`src/hw/rtl/opc_pkg.sv`:
```
// ----------------------------------------------------------------------------
// OBD-II PID poll client package
// Shared types, constants and register map of the speed polling client.
// ----------------------------------------------------------------------------
package opc_pkg;

  localparam int TIMER_BITS = 16;
  localparam int CFG_TIMER_BITS = 16;
  localparam int CMP_BITS = (TIMER_BITS > CFG_TIMER_BITS) ? TIMER_BITS : CFG_TIMER_BITS;

  localparam int ADDR_BITS = 5;
  localparam int DATA_BITS = 32;
  localparam int IN_DATA_BITS = 56;
  localparam int OUT_DATA_BITS = 24;

  localparam logic [15:0] SAMPLE_INTERVAL_RST = 16'd5000;
  localparam logic [15:0] RESPONSE_TIMEOUT_RST = 16'd10000;
  localparam logic [3:0]  MAX_SEND_ERRORS_RST = 4'd3;
  localparam logic [7:0]  SPEED_PID_RST = 8'd13;
  localparam logic [7:0]  RESPONSE_MODE_RST = 8'h01;

  localparam logic [28:0] BCAST_ID = 29'h7DF;
  localparam logic [7:0]  TOOL_ADDR = 8'hF1;
  localparam logic [12:0] PHYS_PREFIX = 13'h18DA;
  localparam logic [12:0] FUNC_PREFIX = 13'h18DB;

  typedef enum logic [2:0] {
    REG_SAMPLE_INTERVAL  = 3'd0,
    REG_RESPONSE_TIMEOUT = 3'd1,
    REG_MAX_SEND_ERRORS  = 3'd2,
    REG_SPEED_PID        = 3'd3,
    REG_RESPONSE_MODE    = 3'd4
  } reg_index_t;

  typedef enum logic [1:0] {
    CMD_TICK  = 2'd0,
    CMD_FRAME = 2'd1,
    CMD_READ  = 2'd2
  } cmd_t;

  typedef enum logic [1:0] {
    PH_IDLE = 2'd0,
    PH_WAIT = 2'd1,
    PH_RECV = 2'd2
  } phase_t;

  typedef struct packed {
    logic [15:0] sample_interval_ms;
    logic [15:0] response_timeout_ms;
    logic [3:0]  max_send_errors;
    logic [7:0]  speed_pid;
    logic [7:0]  response_mode;
  } opc_cfg_t;

  typedef struct packed {
    logic [1:0]  cmd;
    logic [28:0] frame_id;
    logic        frame_extended;
    logic [7:0]  frame_mode;
    logic [7:0]  frame_pid;
    logic [7:0]  frame_value;
    logic        send_ok;
  } opc_item_t;

  typedef struct packed {
    logic [1:0] client_phase;
    logic       speed_valid;
    logic [7:0] speed_kph;
    logic       timed_out;
    logic       controller_reset;
    logic [7:0] request_pid;
    logic       send_request;
  } opc_result_t;

endpackage

```
`src/hw/rtl/opc_cfg.sv`:
```
// ----------------------------------------------------------------------------
// OBD-II PID poll client configuration registers
// APB-style register file holding the intervals, limits and match bytes.
// ----------------------------------------------------------------------------
module opc_cfg (
  input  logic                            clk,
  input  logic                            rst,
  input  logic                            psel,
  input  logic                            penable,
  input  logic                            pwrite,
  input  logic [opc_pkg::ADDR_BITS-1:0]   paddr,
  input  logic [opc_pkg::DATA_BITS-1:0]   pwdata,
  output logic [opc_pkg::DATA_BITS-1:0]   prdata,
  output logic                            pready,
  output opc_pkg::opc_cfg_t               cfg
);
  import opc_pkg::*;

  logic       wr_en;
  reg_index_t idx;

  assign pready = 1'b1;
  assign wr_en = psel & penable & pwrite;
  assign idx = reg_index_t'(paddr[ADDR_BITS-1:2]);

  always_ff @(posedge clk) begin
    if (rst) begin
      cfg.sample_interval_ms <= SAMPLE_INTERVAL_RST;
      cfg.response_timeout_ms <= RESPONSE_TIMEOUT_RST;
      cfg.max_send_errors <= MAX_SEND_ERRORS_RST;
      cfg.speed_pid <= SPEED_PID_RST;
      cfg.response_mode <= RESPONSE_MODE_RST;
    end else if (wr_en) begin
      case (idx)
        REG_SAMPLE_INTERVAL:  cfg.sample_interval_ms <= pwdata[15:0];
        REG_RESPONSE_TIMEOUT: cfg.response_timeout_ms <= pwdata[15:0];
        REG_MAX_SEND_ERRORS:  cfg.max_send_errors <= pwdata[3:0];
        REG_SPEED_PID:        cfg.speed_pid <= pwdata[7:0];
        REG_RESPONSE_MODE:    cfg.response_mode <= pwdata[7:0];
        default: ;
      endcase
    end
  end

  always_comb begin
    case (idx)
      REG_SAMPLE_INTERVAL:  prdata = DATA_BITS'(cfg.sample_interval_ms);
      REG_RESPONSE_TIMEOUT: prdata = DATA_BITS'(cfg.response_timeout_ms);
      REG_MAX_SEND_ERRORS:  prdata = DATA_BITS'(cfg.max_send_errors);
      REG_SPEED_PID:        prdata = DATA_BITS'(cfg.speed_pid);
      REG_RESPONSE_MODE:    prdata = DATA_BITS'(cfg.response_mode);
      default:              prdata = '0;
    endcase
  end

endmodule

```
`src/hw/rtl/opc_core.sv`:
```
// ----------------------------------------------------------------------------
// OBD-II PID poll client core
// Client state machine, elapsed timers and speed latch, updated once per item.
// ----------------------------------------------------------------------------
module opc_core (
  input  logic                  clk,
  input  logic                  rst,
  input  logic                  accept,
  input  opc_pkg::opc_item_t    item,
  input  opc_pkg::opc_cfg_t     cfg,
  output opc_pkg::opc_result_t  result
);
  import opc_pkg::*;

  phase_t                phase, phase_next;
  logic [TIMER_BITS-1:0] since_sample, since_sample_next;
  logic [TIMER_BITS-1:0] since_request, since_request_next;
  logic [3:0]            fail_count, fail_count_next;
  logic [7:0]            speed_store, speed_store_next;
  logic                  speed_ok, speed_ok_next;
  logic [7:0]            held_mode, held_mode_next;
  logic [7:0]            held_pid, held_pid_next;
  logic [7:0]            held_value, held_value_next;
  logic [TIMER_BITS-1:0] sample_inc, request_inc;
  logic [3:0]            fail_inc;
  logic                  routed;

  assign sample_inc = (since_sample == '1) ? since_sample : since_sample + TIMER_BITS'(1);
  assign request_inc = (since_request == '1) ? since_request : since_request + TIMER_BITS'(1);
  assign fail_inc = fail_count + 4'd1;

  always_comb begin
    if (item.frame_extended && (item.frame_id[28:16] == PHYS_PREFIX ||
        item.frame_id[28:16] == FUNC_PREFIX)) begin
      routed = (item.frame_id[15:8] == TOOL_ADDR);
    end else begin
      routed = (item.frame_id != BCAST_ID);
    end
  end

  always_ff @(posedge clk) begin
    if (rst) begin
      phase <= PH_IDLE;
      since_sample <= '0;
      since_request <= '0;
      fail_count <= '0;
      speed_store <= '0;
      speed_ok <= 1'b0;
      held_mode <= '0;
      held_pid <= '0;
      held_value <= '0;
    end else if (accept) begin
      phase <= phase_next;
      since_sample <= since_sample_next;
      since_request <= since_request_next;
      fail_count <= fail_count_next;
      speed_store <= speed_store_next;
      speed_ok <= speed_ok_next;
      held_mode <= held_mode_next;
      held_pid <= held_pid_next;
      held_value <= held_value_next;
    end
  end

  always_comb begin
    phase_next = phase;
    since_sample_next = since_sample;
    since_request_next = since_request;
    fail_count_next = fail_count;
    speed_store_next = speed_store;
    speed_ok_next = speed_ok;
    held_mode_next = held_mode;
    held_pid_next = held_pid;
    held_value_next = held_value;
    result = '0;
    case (cmd_t'(item.cmd))
      CMD_TICK: begin
        since_sample_next = sample_inc;
        since_request_next = request_inc;
        case (phase)
          PH_IDLE: begin
            if (CMP_BITS'(sample_inc) >= CMP_BITS'(cfg.sample_interval_ms)) begin
              speed_store_next = '0;
              speed_ok_next = 1'b0;
              result.send_request = 1'b1;
              result.request_pid = cfg.speed_pid;
              since_sample_next = '0;
              if (!item.send_ok) begin
                if (fail_inc >= cfg.max_send_errors) begin
                  result.controller_reset = 1'b1;
                  fail_count_next = '0;
                end else begin
                  fail_count_next = fail_inc;
                end
              end else begin
                fail_count_next = '0;
                since_request_next = '0;
                phase_next = PH_WAIT;
              end
            end
          end
          PH_WAIT: begin
            if (CMP_BITS'(request_inc) >= CMP_BITS'(cfg.response_timeout_ms)) begin
              result.timed_out = 1'b1;
              phase_next = PH_IDLE;
            end
          end
          PH_RECV: begin
            if (held_mode == cfg.response_mode && held_pid == cfg.speed_pid) begin
              speed_ok_next = 1'b1;
              speed_store_next = held_value;
            end
            phase_next = PH_IDLE;
          end
          default: phase_next = PH_IDLE;
        endcase
      end
      CMD_FRAME: begin
        if (routed) begin
          held_mode_next = item.frame_mode;
          held_pid_next = item.frame_pid;
          held_value_next = item.frame_value;
          phase_next = PH_RECV;
        end
      end
      CMD_READ: begin
        result.speed_valid = speed_ok;
        speed_ok_next = 1'b0;
      end
      default: ;
    endcase
    result.speed_kph = speed_store_next;
    result.client_phase = phase_next;
  end

endmodule

```
`src/hw/rtl/obd_pid_poll_client.sv`:
```
// Results: a result is registered and appears on the master side in the cycle after its item is accepted.
// Throughput: one item per cycle; a new item is taken in the cycle the waiting result
// is taken, and the slave side stalls while the master side holds a result back.
// Reset: synchronous, active high; state, timers and config registers take their reset values.
// ----------------------------------------------------------------------------
// OBD-II PID poll client
// Stream-facing top level: configuration port, client core and result register.
// ----------------------------------------------------------------------------
module obd_pid_poll_client (
  input  logic                              clk,
  input  logic                              rst,
  input  logic                              s_tvalid,
  output logic                              s_tready,
  // frame_id, frame_extended, frame_mode, frame_pid, frame_value, send_ok, zero pad
  input  logic [opc_pkg::IN_DATA_BITS-1:0]  s_tdata,
  // cmd
  input  logic [1:0]                        s_tuser,
  output logic                              m_tvalid,
  input  logic                              m_tready,
  // send_request, request_pid, controller_reset, timed_out, speed_kph,
  // speed_valid, client_phase, zero pad
  output logic [opc_pkg::OUT_DATA_BITS-1:0] m_tdata,
  input  logic                              psel,
  input  logic                              penable,
  input  logic                              pwrite,
  input  logic [opc_pkg::ADDR_BITS-1:0]     paddr,
  input  logic [opc_pkg::DATA_BITS-1:0]     pwdata,
  output logic [opc_pkg::DATA_BITS-1:0]     prdata,
  output logic                              pready
);
  import opc_pkg::*;

  opc_cfg_t    cfg;
  opc_item_t   item;
  opc_result_t result;
  logic        accept;

  assign s_tready = !m_tvalid || m_tready;
  assign accept = s_tvalid && s_tready;

  assign item.cmd = s_tuser;
  assign item.frame_id = s_tdata[28:0];
  assign item.frame_extended = s_tdata[29];
  assign item.frame_mode = s_tdata[37:30];
  assign item.frame_pid = s_tdata[45:38];
  assign item.frame_value = s_tdata[53:46];
  assign item.send_ok = s_tdata[54];

  opc_cfg u_cfg (
    .clk     (clk),
    .rst     (rst),
    .psel    (psel),
    .penable (penable),
    .pwrite  (pwrite),
    .paddr   (paddr),
    .pwdata  (pwdata),
    .prdata  (prdata),
    .pready  (pready),
    .cfg     (cfg)
  );

  opc_core u_core (
    .clk    (clk),
    .rst    (rst),
    .accept (accept),
    .item   (item),
    .cfg    (cfg),
    .result (result)
  );

  always_ff @(posedge clk) begin
    if (rst) begin
      m_tvalid <= 1'b0;
    end else if (s_tready) begin
      m_tvalid <= s_tvalid;
    end
  end

  always_ff @(posedge clk) begin
    if (accept) begin
      m_tdata <= OUT_DATA_BITS'(result);
    end
  end

endmodule

```
`config.mk`:
```
export PLATFORM = sky130hd
export DESIGN_NAME = obd_pid_poll_client
export DESIGN_NICKNAME = d
export VERILOG_FILES = /design/src/hw/rtl/opc_pkg.sv /design/src/hw/rtl/opc_cfg.sv /design/src/hw/rtl/opc_core.sv /design/src/hw/rtl/obd_pid_poll_client.sv
export SDC_FILE = /design/constraint.sdc
export NUM_CORES = 1
export LEC_CHECK = 0
export BUFFER_PORTS_ARGS = -buffer_cell sky130_fd_sc_hd__buf_4
export CAP_MARGIN = 25
export CORE_UTILIZATION = 45
export DETAILED_ROUTE_END_ITERATION = 12
export PLACE_DENSITY = 0.69
export SETUP_SLACK_MARGIN = 0.2
export SLEW_MARGIN = 20
export SYNTH_ARGS = -nofsm -noshare
export SYNTH_HDL_FRONTEND = slang
export SYNTH_HIERARCHICAL = 1
export SYNTH_SLANG_ARGS = --single-unit
```
`constraint.sdc`:
```
create_clock -name clk -period 3.65 [get_ports clk]
set_input_delay 0.9125 -clock clk [delete_from_list [all_inputs] [get_ports clk]]
set_output_delay 0.9125 -clock clk [all_outputs]
set_load 0.01 [all_outputs]
```
# Word level (Yosys, flattened, before mapping)
# Index checks and enable logic that the tools add are counted.
# op_classes
add_sub_neg	3
magnitude_cmp	3
eq_ne	19
muxes	28
n_bitwise	5
reduce_logical	23
# op_table
op	n
$mux 16	7
$pmux 16 s5	1
$add 16x1->16 const B	2
$eq 16x16->1 const B	2
$ge 16x16->1	2
$ne 29x11->1 const B	1
$eq 13x13->1 const B	2
$mux 8	3
$eq 8x8->1	2
$pmux 8 s2	1
$reduce_and 2->1	8
$ne 3x2->1 const B	3
$eq 8x8->1 const B	1
$mux 2	4
$mux 4	2
$pmux 2 s2	2
$eq 3x2->1 const B	2
$mux 1	6
$reduce_and 3->1	2
$reduce_and 5->1	1
$add 4x1->4 const B	1
$eq 2x1->1 const B	2
$eq 2x2->1 const B	2
$ge 4x4->1	1
other kinds (13)	21
# word_totals
reg_bits	146
input_bits	102
word_cells	102

# Depth between registers and ports, before layout
# logic_depth
ltp_word	6
ltp_mapped	15

# Modules after synthesis
# Netlist, hierarchy kept.
# by_module_without_submodules
mod	n_inst	cells_per_inst	area_per_inst_um2	seq_area_each_um2
opc_core	1	602	4958.5	1421.4
opc_cfg	1	287	2693.8	1041.0
obd_pid_poll_client	1	30	734.5	680.7

# Worst setup path after synthesis
# No wires, ideal clock.
# synth_path
path_type	register to register
start	register u_core.since_sample[4]
end	register u_core.since_sample[7]
setup_ps	74
arrival_ps	3730
required_time_ps	3576
path_slack_ps	-154
stages_incl_launch_ff	13
path_buffers	1
period_less_slack_ps	3804
cell_sequence	dfxtp_1 nand4_1 or2_4 or4_1 buf_2 mux2_4 ha_1 nor2b_1 o211a_1 o31a_1 o31a_1 or4_1 a31oi_1
# synth_via
elab_chain_cells	5
word_cells_on_any_way	6
# synth_rtl
item	line_no	rtl
start: declaration	opc_core.sv:16	logic [TIMER_BITS-1:0] since_sample, since_sample_next;
start signal: assignment	opc_core.sv:54	since_sample <= since_sample_next;
$add 16x1->16 / $eq 16x16->1 (equally long branches)	opc_core.sv:28	assign sample_inc = (since_sample == '1) ? since_sample : since_sample + TIMER_BITS'(1);
$mux 16 (*)	opc_core.sv:28	
$ge 16x16->1	opc_core.sv:82	if (CMP_BITS'(sample_inc) >= CMP_BITS'(cfg.sample_interval_ms)) begin
$mux 16	opc_core.sv:82	
$mux 16 (*)	opc_core.sv:80	case (phase)
# Mark *: on every way between the ends. The rest lies on a longest branch, timed or not.
# A chain may end at the register's enable or synchronous reset.

# Final worst setup path
# layout_path
start	register u_core.since_sample[6]
end	register u_core.since_sample[7]
# The elaborated chain is that of the path after synthesis.

==> impl_metrics.yaml <==
floorplan:
  start_util: 0.464
  io_pins: 161
  rows: 49
  die_area_mm2: 0.0192
  core_mm2: 0.0181
  die_y_um: 139
  die_w_um: 139
yosys:
  synth.area.top_cells: "dfxtp_1, mux2i_1, edfxtp_1, ha_1, nor2_1"
  synth-seq-area-share: 0.375
  synth_cells: 919
  synthArstFlopShare: 0
  synth_common_cells: "dfxtp_1, mux2i_1, nor2_1"
  synth-edff-count: 22
  synth.most_common_cell: "dfxtp_1"
  synth.top_cell.area_share: 0.296
  synth_cell_types: 82
  avgSynthCellArea_um2: 9.13
  synth_area_mm2: 0.00839
  ys_ff_latch: 146
  yosys_warnings: 6
  yosys.area.top_type: "dfxtp_1"
  synth_ff_type: "dfxtp_1"
placement:
  dp_hpwl_mm: 15.6
  dp_slack_ns: -0.0137
  gp_congestion: 0.832
  place_area_mm2: 0.00971
  io_buffers: 122
clock_network:
  insertion_delay_ns: 0.43
  cts_hold_buf: 0
  cts_tree: "yes"
  cts_buffers: 17
  root_buffer: "clkbuf_16"
  cts.htree.levels: 4
  clockBufferDepth: 2
  cts_sinks: 146
  clkTransAtPathRegs_ns: 0.06
min_path:
  hold_class: "register to register"
  hold_depth: 2
timing:
  finalCritPeriodShare: 1.02
  fin_ws_ns: -0.0640
  fmax_mhz: 269
  setup_tns_ns: -0.505
  max_slew_margin: 0.350
  post-route-min-period_ns: 3.71
  tightestPinTransition_ns: 0.951
  final_hold_viol_count: 0
  skew_ns: 0.00728
  rsz0062_at_grt: "yes"
  drv_slew: 0
  setup_violations: 11
routing:
  wire_per_inst_um: 17.1
  drt-initial-drc-count: 593
  wl_mm: 22.6
  vias: 7357
  routed_via_density: 5.57
  drc: 22
  drt_pass1_iterations: 9
  ant_nets: 0
grt:
  grt_overflow: 0
  grt_use_total: 0.228
  grt_pass1_vias: 6820
  grt_pass1_wl_mm: 34.7
  antenna_found_initial: 0
  grt_max_degree: 80
worst_setup_path:
  critPathLaunchType: "register"
  cp.required_ns: 4.00
  path_class: "register to register"
  reg2reg_depth: 12
  path_max_fanout: 6
  worstPathArrival_ns: 4.06
  end_kind: "register"
finish:
  fin_nets: 1219
  diodes: 0
  area_delta_synth_final_pct: 29.3
  design_area_mm2: 0.0108
  drive_gt1_frac: 0.276
run_status:
  failed_checks: "DRC, setup timing"
  status: "complete, but fails checks"
pwr:
  irDropWorstVdd_uv: 337
  p_leak_nw: 4.86
  p_per_area_mw_per_mm2: 350
flow_run:
  max_cap_violations: 0
-- registers in the layout (all words and copies together) (netlist names) --
name,flops
u_core/speed_ok,1
u_cfg/cfg,52
m_tdata,22
u_core/held_mode,8
u_core/since_sample,16
u_core/since_request,16
u_core/held_value,8
u_core/held_pid,8
u_core/phase,2
u_core/speed_store,8
m_tvalid,1
u_core/fail_count,4
-- routing by layer --
layer / track usage / part of all wire / up-vias
met4: 0.0751 / 0.018 / 0
met2: 0.363 / 0.47 / 224
li1: - / - / 3597
met1: 0.308 / 0.47 / 3508
met3: 0.0464 / 0.051 / 28
met5: 0 / 0 / -
-- repair_timing --
item | in CTS | in global routing
pin swaps | 27 | 32
endpoints found under the setup margin | 47 | 64
gates resized for setup | 23 | 60
buffers inserted | 13 | 4
gates cloned | 1 | 2
hold endpoints to repair | 0 | 0
-- stage by stage --
| stage | total power [mW] | hold WS [ns] | utilization | instances |
|---|---|---|---|---|
| global placement | 2.11 | 0.461 | 0.537 | 1268 |
| CTS | 3.80 | 0.453 | 0.580 | 1314 |
| detailed placement | 2.11 | 0.466 | 0.537 | 1268 |
| global route | 3.93 | 0.506 | 0.600 | 1320 |
| floorplan | 1.96 | 0.442 | - | 935 |
| finish | 3.80 | 0.461 | 0.600 | 1320 |
-- layout make-up --
| class | count | area (um2) |
|---|---|---|
| clock buffer | 18 | 429 |
| clock inverter | 14 | 138 |
| fill | 1514 | 7240 |
| inverter | 44 | 165 |
| multi-input combinational | 679 | 5140 |
| sequential | 146 | 3150 |
| tap | 229 | 287 |
| timing repair buffer | 190 | 1530 |
-- logic make-up after synthesis --
| kind of cell | count (synthesis) | share of synthesized area |
|---|---|---|
| AND/OR/NAND/NOR | 331 | 0.213 |
| AO/OA/AOI/OAI | 156 | 0.133 |
| flip-flops | 146 | 0.375 |
| buffers and inverters | 110 | 0.0636 |
| multiplexers | 98 | 0.119 |
| adder cells (fa/ha/maj) | 39 | 0.0582 |
| XOR/XNOR | 36 | 0.0376 |
| other | 3 | 0.00134 |
-- critical path, cell delays in order, from the launching register on --
cell	delay, ns
dfxtp_2	0.33
nand4_1	0.14
or2_4	0.29
or4_4	0.54
mux2_4	0.35
ha_4	0.22
nor2b_4	0.12
o211a_1	0.20
o31a_1	0.30
buf_6	0.15
o31a_1	0.35
or4_1	0.53
a31oi_1	0.14
-- layout by cell type, fill, tap and decap left out, types with 6 or more instances in the layout --
cell type / instances
nor2_1: 84
mux2i_1: 89
a21oi_2: 8
nand4_1: 20
xor2_1: 22
buf_4: 171
xnor2_1: 14
nor3_1: 8
a22o_1: 20
and3_1: 8
nor2b_1: 8
a21oi_1: 19
inv_1: 43
edfxtp_1: 22
nand3_2: 6
nand3_1: 26
buf_6: 15
o21ai_1: 8
a22oi_1: 6
clkinv_1: 6
nor4_1: 7
conb_1: 19
nand2b_1: 50
o21ai_0: 9
nand2_1: 43
clkbuf_16: 18
o2111ai_1: 9
dfxtp_1: 118
and2_4: 9
ha_1: 34
dfxtp_2: 6
a31oi_1: 27
-- path summary, 6_finish.rpt --
path,endpoint,start,slack (ns)
worst max register to register,u_core/since_sample[7],u_core/since_sample[6],-0.06
worst min-delay path,u_core/speed_ok,u_core/speed_ok,0.46
worst max-delay path,u_core/since_sample[7],u_core/since_sample[6],-0.06
worst min register to register,u_core/speed_ok,u_core/speed_ok,0.46
-- report_power, final --
group	switching, mW	internal, mW
Combinational	0.204	0.191
Sequential	0.0344	1.67
Clock	0.703	1.00
No activity file was read; power rests on OpenSTA's default activity.
